$ cat config.mk
export PLATFORM = sky130hd
export DESIGN_NAME = encoder_angle_unwrap_velocity
export DESIGN_NICKNAME = d
export VERILOG_FILES = /design/src/eauv_pkg.sv /design/src/eauv_mul.sv /design/src/eauv_div.sv /design/src/encoder_angle_unwrap_velocity.sv
export SDC_FILE = /design/constraint.sdc
export NUM_CORES = 1
export LEC_CHECK = 0
export BUFFER_PORTS_ARGS = -buffer_cell sky130_fd_sc_hd__buf_2
export CAP_MARGIN = 20
export CORE_ASPECT_RATIO = 0.9
export CORE_MARGIN = 2
export CORE_UTILIZATION = 50
export CTS_CLUSTER_DIAMETER = 150
export CTS_CLUSTER_SIZE = 10
export DETAILED_ROUTE_END_ITERATION = 10
export PLACE_DENSITY = 0.67
export SLEW_MARGIN = 0
export SYNTH_ARGS = -nofsm -noshare
export SYNTH_HDL_FRONTEND = slang
export SYNTH_SLANG_ARGS = --single-unit
$ cat constraint.sdc
create_clock -name clk -period 9 [get_ports clk]
set_clock_uncertainty 0.2 [all_clocks]
set_input_delay 2.7 -clock clk [delete_from_list [all_inputs] [get_ports clk]]
set_output_delay 2.7 -clock clk [all_outputs]
set_load 0.05 [all_outputs]
$ cat src/eauv_pkg.sv
`default_nettype none

package eauv_pkg;

	// field widths
	localparam int ANGLE_BITS = 12;
	localparam int HI_BITS    = ANGLE_BITS - 8;
	localparam int TURN_W     = 32;
	localparam int TIME_W     = 32;
	localparam int POS_W      = TURN_W + ANGLE_BITS;
	localparam int VEL_W      = 32;
	localparam int THR_W      = 12;
	localparam int ZI_W       = 20;

	// configuration port
	localparam int CFG_DATA_W = 20;
	localparam int CFG_IDX_W  = 1;
	localparam logic [CFG_IDX_W-1:0] CFG_WRAP_THRESHOLD = 1'b0;
	localparam logic [CFG_IDX_W-1:0] CFG_ZERO_INTERVAL  = 1'b1;
	localparam logic [THR_W-1:0] WRAP_THRESHOLD_RST = 12'd3277;
	localparam logic [ZI_W-1:0]  ZERO_INTERVAL_RST  = 20'd1000;

	// request commands
	localparam logic CMD_SAMPLE   = 1'b0;
	localparam logic CMD_VELOCITY = 1'b1;

	// velocity datapath
	localparam int DTURN_W   = TURN_W + 1;
	localparam int DANG_W    = ANGLE_BITS + 1;
	localparam int DCNT_W    = DTURN_W + ANGLE_BITS;
	localparam int DIGIT_W   = 4;
	localparam int MAG_W     = ((DCNT_W + DIGIT_W - 1) / DIGIT_W) * DIGIT_W;
	localparam int MUL_STEPS = MAG_W / DIGIT_W;
	localparam int MUL_CNT_W = $clog2(MUL_STEPS);
	localparam int US_PER_S  = 1000000;
	localparam int SCALE_W   = 20;
	localparam int SUM_W     = SCALE_W + DIGIT_W;
	localparam int PROD_W    = MAG_W + SCALE_W;
	localparam int QUOT_W    = VEL_W - 1;
	localparam int DIV_HI_W  = PROD_W - QUOT_W;
	localparam int REM_W     = TIME_W;
	localparam int TRIAL_W   = REM_W + 1;
	localparam int DIV_STEPS = QUOT_W;
	localparam int DIV_CNT_W = $clog2(DIV_STEPS);

	localparam logic [VEL_W-1:0] VEL_MAX = {1'b0, {QUOT_W{1'b1}}};
	localparam logic [VEL_W-1:0] VEL_MIN = {1'b1, {QUOT_W{1'b0}}};

	typedef enum logic [2:0] {
		ST_IDLE,
		ST_PREP,
		ST_ABS,
		ST_MUL,
		ST_DIV,
		ST_FIN
	} state_t;

	typedef struct packed {
		logic              cmd;
		logic [7:0]        angle_high_byte;
		logic [7:0]        angle_low_byte;
		logic [TIME_W-1:0] timestamp_us;
	} req_t;

	typedef struct packed {
		logic [ANGLE_BITS-1:0]  mechanical_angle;
		logic signed [TURN_W-1:0] turns;
		logic signed [POS_W-1:0]  position_counts;
		logic signed [VEL_W-1:0]  velocity_cps;
	} rsp_t;

	// one digit of the magnitude times one million
	function automatic logic [SUM_W-1:0] digit_scale(input logic [DIGIT_W-1:0] d);
		return SUM_W'(d) * SUM_W'(US_PER_S);
	endfunction

endpackage

`default_nettype wire

$ cat src/eauv_mul.sv
`default_nettype none

// digit-serial multiply of the count magnitude by one million
module eauv_mul import eauv_pkg::*; (
	input  wire logic              clk,
	input  wire logic              arst_n,
	input  wire logic              start,
	input  wire logic [MAG_W-1:0]  mag,
	output logic                   done,
	output logic [PROD_W-1:0]      product
);

	logic [MAG_W-1:0]     m_q;
	logic [SCALE_W-1:0]   acc_q;
	logic [MAG_W-1:0]     lo_q;
	logic [MUL_CNT_W-1:0] cnt_q;
	logic                 run_q;
	logic                 done_q;
	logic [SUM_W-1:0]     sum;

	always_comb begin
		sum = SUM_W'(acc_q) + digit_scale(m_q[DIGIT_W-1:0]);
	end

	always_ff @(posedge clk or negedge arst_n) begin
		if (!arst_n) begin
			run_q  <= 1'b0;
			done_q <= 1'b0;
			cnt_q  <= '0;
		end else begin
			done_q <= 1'b0;
			if (start) begin
				run_q <= 1'b1;
				cnt_q <= '0;
			end else if (run_q) begin
				cnt_q <= cnt_q + 1'b1;
				if (cnt_q == MUL_CNT_W'(MUL_STEPS - 1)) begin
					run_q  <= 1'b0;
					done_q <= 1'b1;
				end
			end
		end
	end

	// partial sum stays below one million, low digits shift out into lo_q
	always_ff @(posedge clk) begin
		if (start) begin
			m_q   <= mag;
			acc_q <= '0;
		end else if (run_q) begin
			m_q   <= m_q >> DIGIT_W;
			acc_q <= sum[SUM_W-1:DIGIT_W];
			lo_q  <= {sum[DIGIT_W-1:0], lo_q[MAG_W-1:DIGIT_W]};
		end
	end

	assign done    = done_q;
	assign product = {acc_q, lo_q};

endmodule

`default_nettype wire

$ cat src/eauv_div.sv
`default_nettype none

// restoring divider, one quotient bit per cycle, with up-front overflow check
module eauv_div import eauv_pkg::*; (
	input  wire logic              clk,
	input  wire logic              arst_n,
	input  wire logic              start,
	input  wire logic [PROD_W-1:0] num,
	input  wire logic [TIME_W-1:0] den,
	output logic                   done,
	output logic                   ovf,
	output logic [QUOT_W-1:0]      quot
);

	logic [REM_W-1:0]     rem_q;
	logic [QUOT_W-1:0]    nq_q;
	logic                 ovf_q;
	logic [DIV_CNT_W-1:0] cnt_q;
	logic                 run_q;
	logic                 done_q;
	logic                 ovf_now;
	logic [TRIAL_W-1:0]   trial;
	logic [TRIAL_W-1:0]   diff;
	logic                 ge;

	always_comb begin
		ovf_now = num[PROD_W-1:QUOT_W] >= DIV_HI_W'(den);
		trial   = {rem_q, nq_q[QUOT_W-1]};
		diff    = trial - TRIAL_W'(den);
		ge      = trial >= TRIAL_W'(den);
	end

	always_ff @(posedge clk or negedge arst_n) begin
		if (!arst_n) begin
			run_q  <= 1'b0;
			done_q <= 1'b0;
			cnt_q  <= '0;
		end else begin
			done_q <= 1'b0;
			if (start) begin
				cnt_q <= '0;
				if (ovf_now) begin
					run_q  <= 1'b0;
					done_q <= 1'b1;
				end else begin
					run_q <= 1'b1;
				end
			end else if (run_q) begin
				cnt_q <= cnt_q + 1'b1;
				if (cnt_q == DIV_CNT_W'(DIV_STEPS - 1)) begin
					run_q  <= 1'b0;
					done_q <= 1'b1;
				end
			end
		end
	end

	// quotient bits shift in behind the dividend bits
	always_ff @(posedge clk) begin
		if (start) begin
			ovf_q <= ovf_now;
			rem_q <= num[QUOT_W+REM_W-1:QUOT_W];
			nq_q  <= num[QUOT_W-1:0];
		end else if (run_q) begin
			rem_q <= ge ? diff[REM_W-1:0] : trial[REM_W-1:0];
			nq_q  <= {nq_q[QUOT_W-2:0], ge};
		end
	end

	assign done = done_q;
	assign ovf  = ovf_q;
	assign quot = nq_q;

endmodule

`default_nettype wire

$ cat src/encoder_angle_unwrap_velocity.sv
`default_nettype none

// Turn counter and velocity estimator for a 12-bit absolute angle sensor. A sample
// request (cmd 0) builds the angle from the low nibble of the high byte and the low
// byte, counts a turn down or up when the jump from the stored angle reaches
// wrap_threshold, and stores angle and timestamp; the first sample after reset only
// primes the state and the snapshot. A velocity request (cmd 1) returns the change in
// counts since the last snapshot times one million over the elapsed microseconds
// (zero_interval_us when no time passed, 1 if that register is 0), truncated toward
// zero and saturated to 32 bits, then renews the snapshot. Every request returns one
// response holding angle, turns, position (turns * 4096 + angle) and velocity (zero
// on a sample). A sample request goes straight to the final state, which loads the output
// register once it is free. A velocity request first forms the count difference and its
// magnitude, then runs a 4-bit digit-serial multiplier and a radix-2 restoring divider;
// when the quotient is sure to saturate the divider stops after its check. One request is
// in flight at a time; a new one is accepted while the previous response still waits on
// the output register.
module encoder_angle_unwrap_velocity import eauv_pkg::*; (
	input  wire logic                  clk,
	input  wire logic                  arst_n,
	// configuration writes
	input  wire logic                  cfg_wr_en,
	input  wire logic [CFG_IDX_W-1:0]  cfg_index,
	input  wire logic [CFG_DATA_W-1:0] cfg_wdata,
	// request channel
	input  wire logic                  req_valid,
	output logic                       req_ready,
	input  wire req_t                  req,
	// response channel
	output logic                       rsp_valid,
	input  wire logic                  rsp_ready,
	output rsp_t                       rsp
);

	// configuration registers
	logic [THR_W-1:0]      thr_q;
	logic [ZI_W-1:0]       zi_q;

	// tracking state
	logic [ANGLE_BITS-1:0] last_angle_q;
	logic [TIME_W-1:0]     last_time_q;
	logic [TURN_W-1:0]     turns_q;
	logic [ANGLE_BITS-1:0] snap_angle_q;
	logic [TURN_W-1:0]     snap_turns_q;
	logic [TIME_W-1:0]     snap_time_q;
	logic                  primed_q;

	// velocity working registers
	logic [DTURN_W-1:0]    dturn_q;
	logic [DANG_W-1:0]     dang_q;
	logic [TIME_W-1:0]     dt_q;
	logic [DCNT_W-1:0]     dcnt_q;
	logic                  neg_q;
	logic [VEL_W-1:0]      vel_q;

	// output register
	rsp_t                  rsp_q;
	logic                  rsp_valid_q;

	// control
	state_t                state_q;
	state_t                state_d;
	logic                  accept;
	logic                  mul_start;
	logic                  div_start;
	logic                  vel_load;
	logic                  rsp_load;

	// sample datapath
	logic [ANGLE_BITS-1:0] ang_in;
	logic [DANG_W-1:0]     jump;
	logic [DANG_W-1:0]     jump_abs;
	logic                  jump_pos;
	logic                  wrap;

	// velocity datapath
	logic [TIME_W-1:0]     elapsed;
	logic [DCNT_W-1:0]     mag_abs;
	logic [MAG_W-1:0]      mag;
	logic                  mul_done;
	logic [PROD_W-1:0]     product;
	logic                  div_done;
	logic                  div_ovf;
	logic [QUOT_W-1:0]     quot;
	logic [VEL_W-1:0]      vel_next;

	// ---------------------------------------------------------------- control

	always_ff @(posedge clk or negedge arst_n) begin
		if (!arst_n) begin
			state_q <= ST_IDLE;
		end else begin
			state_q <= state_d;
		end
	end

	always_comb begin
		state_d   = state_q;
		req_ready = 1'b0;
		mul_start = 1'b0;
		div_start = 1'b0;
		vel_load  = 1'b0;
		rsp_load  = 1'b0;
		unique case (state_q)
			ST_IDLE: begin
				req_ready = 1'b1;
				if (req_valid) begin
					state_d = (req.cmd == CMD_VELOCITY) ? ST_PREP : ST_FIN;
				end
			end
			// form the signed count difference
			ST_PREP: begin
				state_d = ST_ABS;
			end
			// magnitude goes straight into the multiplier
			ST_ABS: begin
				mul_start = 1'b1;
				state_d   = ST_MUL;
			end
			ST_MUL: begin
				if (mul_done) begin
					div_start = 1'b1;
					state_d   = ST_DIV;
				end
			end
			ST_DIV: begin
				if (div_done) begin
					vel_load = 1'b1;
					state_d  = ST_FIN;
				end
			end
			// wait for the output register to free up
			ST_FIN: begin
				if (!rsp_valid_q || rsp_ready) begin
					rsp_load = 1'b1;
					state_d  = ST_IDLE;
				end
			end
			default: begin
				state_d = ST_IDLE;
			end
		endcase
	end

	assign accept = req_valid && req_ready;

	// ---------------------------------------------------------------- configuration

	always_ff @(posedge clk or negedge arst_n) begin
		if (!arst_n) begin
			thr_q <= WRAP_THRESHOLD_RST;
			zi_q  <= ZERO_INTERVAL_RST;
		end else if (cfg_wr_en) begin
			unique case (cfg_index)
				CFG_WRAP_THRESHOLD: thr_q <= cfg_wdata[THR_W-1:0];
				CFG_ZERO_INTERVAL:  zi_q  <= cfg_wdata[ZI_W-1:0];
				default: ;
			endcase
		end
	end

	// ---------------------------------------------------------------- angle tracking

	always_comb begin
		ang_in   = {req.angle_high_byte[HI_BITS-1:0], req.angle_low_byte};
		jump     = {1'b0, ang_in} - {1'b0, last_angle_q};
		jump_abs = jump[DANG_W-1] ? (~jump + 1'b1) : jump;
		// a zero jump counts as negative, so it adds a turn
		jump_pos = !jump[DANG_W-1] && (jump != '0);
		wrap     = jump_abs >= DANG_W'(thr_q);
		elapsed  = last_time_q - snap_time_q;
	end

	always_ff @(posedge clk or negedge arst_n) begin
		if (!arst_n) begin
			last_angle_q <= '0;
			last_time_q  <= '0;
			turns_q      <= '0;
			snap_angle_q <= '0;
			snap_turns_q <= '0;
			snap_time_q  <= '0;
			primed_q     <= 1'b0;
		end else if (accept) begin
			if (req.cmd == CMD_SAMPLE) begin
				if (!primed_q) begin
					// first sample only primes the snapshot
					snap_angle_q <= ang_in;
					snap_turns_q <= turns_q;
					snap_time_q  <= req.timestamp_us;
					primed_q     <= 1'b1;
				end else if (wrap) begin
					// forward jump means the angle wrapped backward
					turns_q <= jump_pos ? (turns_q - 1'b1) : (turns_q + 1'b1);
				end
				last_angle_q <= ang_in;
				last_time_q  <= req.timestamp_us;
			end else begin
				snap_angle_q <= last_angle_q;
				snap_turns_q <= turns_q;
				snap_time_q  <= last_time_q;
			end
		end
	end

	// ---------------------------------------------------------------- velocity

	// differences are taken against the old snapshot at the accept edge
	always_ff @(posedge clk) begin
		if (accept && (req.cmd == CMD_VELOCITY)) begin
			dturn_q <= {turns_q[TURN_W-1], turns_q} - {snap_turns_q[TURN_W-1], snap_turns_q};
			dang_q  <= {1'b0, last_angle_q} - {1'b0, snap_angle_q};
			if (elapsed == '0) begin
				dt_q <= (zi_q == '0) ? TIME_W'(1) : TIME_W'(zi_q);
			end else begin
				dt_q <= elapsed;
			end
		end
		if (state_q == ST_PREP) begin
			dcnt_q <= {dturn_q, {ANGLE_BITS{1'b0}}}
				+ {{(DCNT_W-DANG_W){dang_q[DANG_W-1]}}, dang_q};
		end
		if (mul_start) begin
			neg_q <= dcnt_q[DCNT_W-1];
		end
	end

	always_comb begin
		mag_abs = dcnt_q[DCNT_W-1] ? (~dcnt_q + 1'b1) : dcnt_q;
		mag     = {{(MAG_W-DCNT_W){1'b0}}, mag_abs};
	end

	eauv_mul u_mul (
		.clk     (clk),
		.arst_n  (arst_n),
		.start   (mul_start),
		.mag     (mag),
		.done    (mul_done),
		.product (product)
	);

	eauv_div u_div (
		.clk    (clk),
		.arst_n (arst_n),
		.start  (div_start),
		.num    (product),
		.den    (dt_q),
		.done   (div_done),
		.ovf    (div_ovf),
		.quot   (quot)
	);

	// quotient below 2^31 fits; anything larger clamps to the signed limits
	always_comb begin
		if (div_ovf) begin
			vel_next = neg_q ? VEL_MIN : VEL_MAX;
		end else if (neg_q) begin
			vel_next = ~{1'b0, quot} + 1'b1;
		end else begin
			vel_next = {1'b0, quot};
		end
	end

	always_ff @(posedge clk) begin
		if (accept) begin
			vel_q <= '0;
		end else if (vel_load) begin
			vel_q <= vel_next;
		end
	end

	// ---------------------------------------------------------------- response

	always_ff @(posedge clk or negedge arst_n) begin
		if (!arst_n) begin
			rsp_valid_q <= 1'b0;
		end else if (rsp_load) begin
			rsp_valid_q <= 1'b1;
		end else if (rsp_ready) begin
			rsp_valid_q <= 1'b0;
		end
	end

	// position is turns above the angle bits, angle below
	always_ff @(posedge clk) begin
		if (rsp_load) begin
			rsp_q.mechanical_angle <= last_angle_q;
			rsp_q.turns            <= turns_q;
			rsp_q.position_counts  <= {turns_q, last_angle_q};
			rsp_q.velocity_cps     <= vel_q;
		end
	end

	assign rsp_valid = rsp_valid_q;
	assign rsp       = rsp_q;

endmodule

`default_nettype wire

==> metrics <==
post-synth top area cell=edfxtp_1; synth warn=0; syn nets=3,879; CTS tree=built; Async SR Flop Fraction=33.06%; chip width=285.0 µm; Least-Margin Pin Slew=1.036 ns; root buf cell=clkbuf_16; Final Hold Viols=0; Max-Cap Viols=0; Crit path arrival time=8.22 ns; Max Fclk=0.1261 GHz; pwr dens=approximately 320 mW/mm²; Lkg Pwr=about 17 nW; Routed wire per std cell=16.89 µm; first-pass GRT wire length=129,500 µm; most numerous cell in the Yosys netlist=nand2_1; die area=0.07321 mm²; first drt pass iteration count=6; initial antenna violation count=2; setup TNS=0 ns; layout cells sized above 1=11.31%; Die H=256.9 µm; CTS Buf Count=around 70; ys flop type=edfxtp_1; minimum clock period=7.928 ns; Synth Area per Inst=10.06 µm²; top-area cell type share of the netlist area=slightly above 30%; DRT antenna net count=0; WHS Path Cells=0; synth cell count leaders=nand2_1, edfxtp_1, ha_1; DR vias=25,880; largest net degree at the start of global routing=152; PortBufs=192; hold buffers post-CTS=0; R2R depth=22; Max VDD drop=0.0002306 V; sequential share of the synthesized area=47.38%; Setup crit start kind=primary input; final period utilization=88.09%; Slew HR=~31%; Slew Limit Fails=0; drt drc=0; CTS Sinks=611; crit end category=flip-flop; post-cts resize count=0; Reg clk slew, reported paths=0.05 ns; synthesized instance count=3,530; post-synthesis cell type count=82; P&R area growth vs syn=10.79%; crit path kind=primary input to flip-flop; Initial Utilization=50.60%; Mapped Area=0.03553 mm²; postcts setup bufs=0; Synth area leaders=edfxtp_1, dfrtp_1, ha_1; # IOs=197; DP HPWL=~57,000 µm; core area=between 0.07 and 0.08 mm²; WP data required=a little over 9 ns; flops & latches, synth=611; initial drt markers=between 2,000 and 2,500; clock buffer depth=3; worst hold-check path type=flip-flop to flip-flop; final estimated routing congestion in global placement=0.8963; htree depth=3; Site Rows=roughly 90; Critical Path Fanout Max=19; vias in the first global route=24,090; Tot GR Track Use=21.60%; fillers=6,215; clk_lat worst skew=0.62 ns; RSZ-0062 raised after global routing=no; Vias per Instance=between 5 and 6; number of synthesized flops with an enable pin=357; GR Overflow Total=0; Final Setup Violations=0; drt total wl=between 70,000 and 80,000 µm; nets@finish=4,016; hold slack=0.2166 ns; status=finished, final reports clean
## sequential cells by signal (all words and copies together) (netlist names), 20 cells and up
signal        cells
dt_q             32
dturn_q          33
snap_turns_q     32
zi_q             20
turns_q          32
vel_q            32
u_mul.m_q        45
u_mul.acc_q      20
u_div.quot       31
last_time_q      32
rsp              76
u_div.rem_q      32
u_mul.lo_q       48
dcnt_q           45
snap_time_q      32
## routing by layer
metal	up-vias	GRT usage (%)	routed length [µm]
met2	579	31.98	33570
li1	12970	-	-
met4	2	6.152	2002
met1	12210	32.61	39250
met3	110	3.528	3965
met5	-	0	13
## final timing paths
kind | to | slack (ns) | start
max reg2reg | turns_q[31] | 2.77 | last_angle_q[1]
min in group asynchronous | last_time_q[6] | 1.96 | arst_n
min | dcnt_q[8] | 0.22 | dang_q[8]
max in group asynchronous | turns_q[7] | 5.44 | arst_n
max | turns_q[31] | 1.07 | req[32]
min reg2reg | dcnt_q[8] | 0.22 | dang_q[8]
## through the flow
| stage | worst slack, ns | cells | instance area (µm²) | power [W] | utilization, % |
|---|---|---|---|---|---|
| global route | 0.5239 | 4665 | 39360 | 0.01346 | 56.06 |
| CTS | 1.090 | 4662 | 39330 | 0.01251 | 56.01 |
| detailed placement | 0.5243 | 4532 | 37240 | 0.009794 | 53.03 |
| global placement | 0.5335 | 4532 | 37240 | 0.009680 | 53.03 |
| floorplan | 0.09360 | 3530 | 35530 | 0.008503 | - |
| finish | 1.072 | 4665 | 39360 | 0.01246 | 56.06 |
## power by group
group / internal, W / total (W) / switching, W
registers: 0.00405 / 0.00461 / 0.000558
logic: 0.00216 / 0.00520 / 0.00304
clock network: 0.00151 / 0.00265 / 0.00114
## cell usage in the layout (no fill, tap or decap), types with 22 or more instances in the layout
cell and instances:
buf_4 31, buf_2 191, xnor2_1 123, o31ai_1 48
nand2b_1 33, ha_1 261, edfxtp_1 357, nand3_1 55
a21o_1 92, nor2_1 256, inv_1 221, a31oi_1 43
dfxtp_1 52, mux2i_1 60, xor2_1 105, nand2_1 398
o21a_1 29, nand4_1 25, o21ai_0 257, clkbuf_1 51
nor2b_1 40, a211oi_1 23, mux2_2 58, nor3_1 68
dfrtp_1 189, o211ai_1 22, clkbuf_16 72, a21oi_1 238
## final cells by class
cell class                      instances  area (µm²)  area share [%]
Sequential cell                       611       16830           42.76
Tap cell                              940        1176           2.988
Multi-Input combinational cell       2533       17170           43.61
Inverter                              224       840.8           2.136
Timing Repair Buffer                  226        1255           3.188
Clock buffer                          123        1993           5.064
Antenna cell                            1       2.502        0.006357
Clock inverter                          7       97.59          0.2479
## critical path, cell delays in order
cell,delay [ns]
buf_2,0.12
inv_1,0.05
ha_1,0.19
fa_1,0.22
nor2b_1,0.08
o31a_1,0.28
o41ai_1,0.58
o21ai_0,0.16
a21oi_1,0.23
xnor2_1,0.19
a31oi_4,0.61
ha_1,0.40
a2111oi_0,0.38
o21ai_0,0.22
a211oi_1,0.34
o311a_1,0.24
o31ai_1,0.13
nand4b_1,0.14
a21oi_1,0.08
a2111oi_0,0.47
xor2_1,0.19
nor2_1,0.06
xor2_1,0.16
## kinds of logic after synthesis
logic type	share of synthesized area [%]
XOR/XNOR	5.620
adder cells (fa/ha/maj)	9.924
buffers and inverters	4.546
multiplexers	3.529
AO/OA/AOI/OAI	16.04
flip-flops	47.38
AND/OR/NAND/NOR	12.96
No activity file was read; power rests on OpenSTA's default activity.
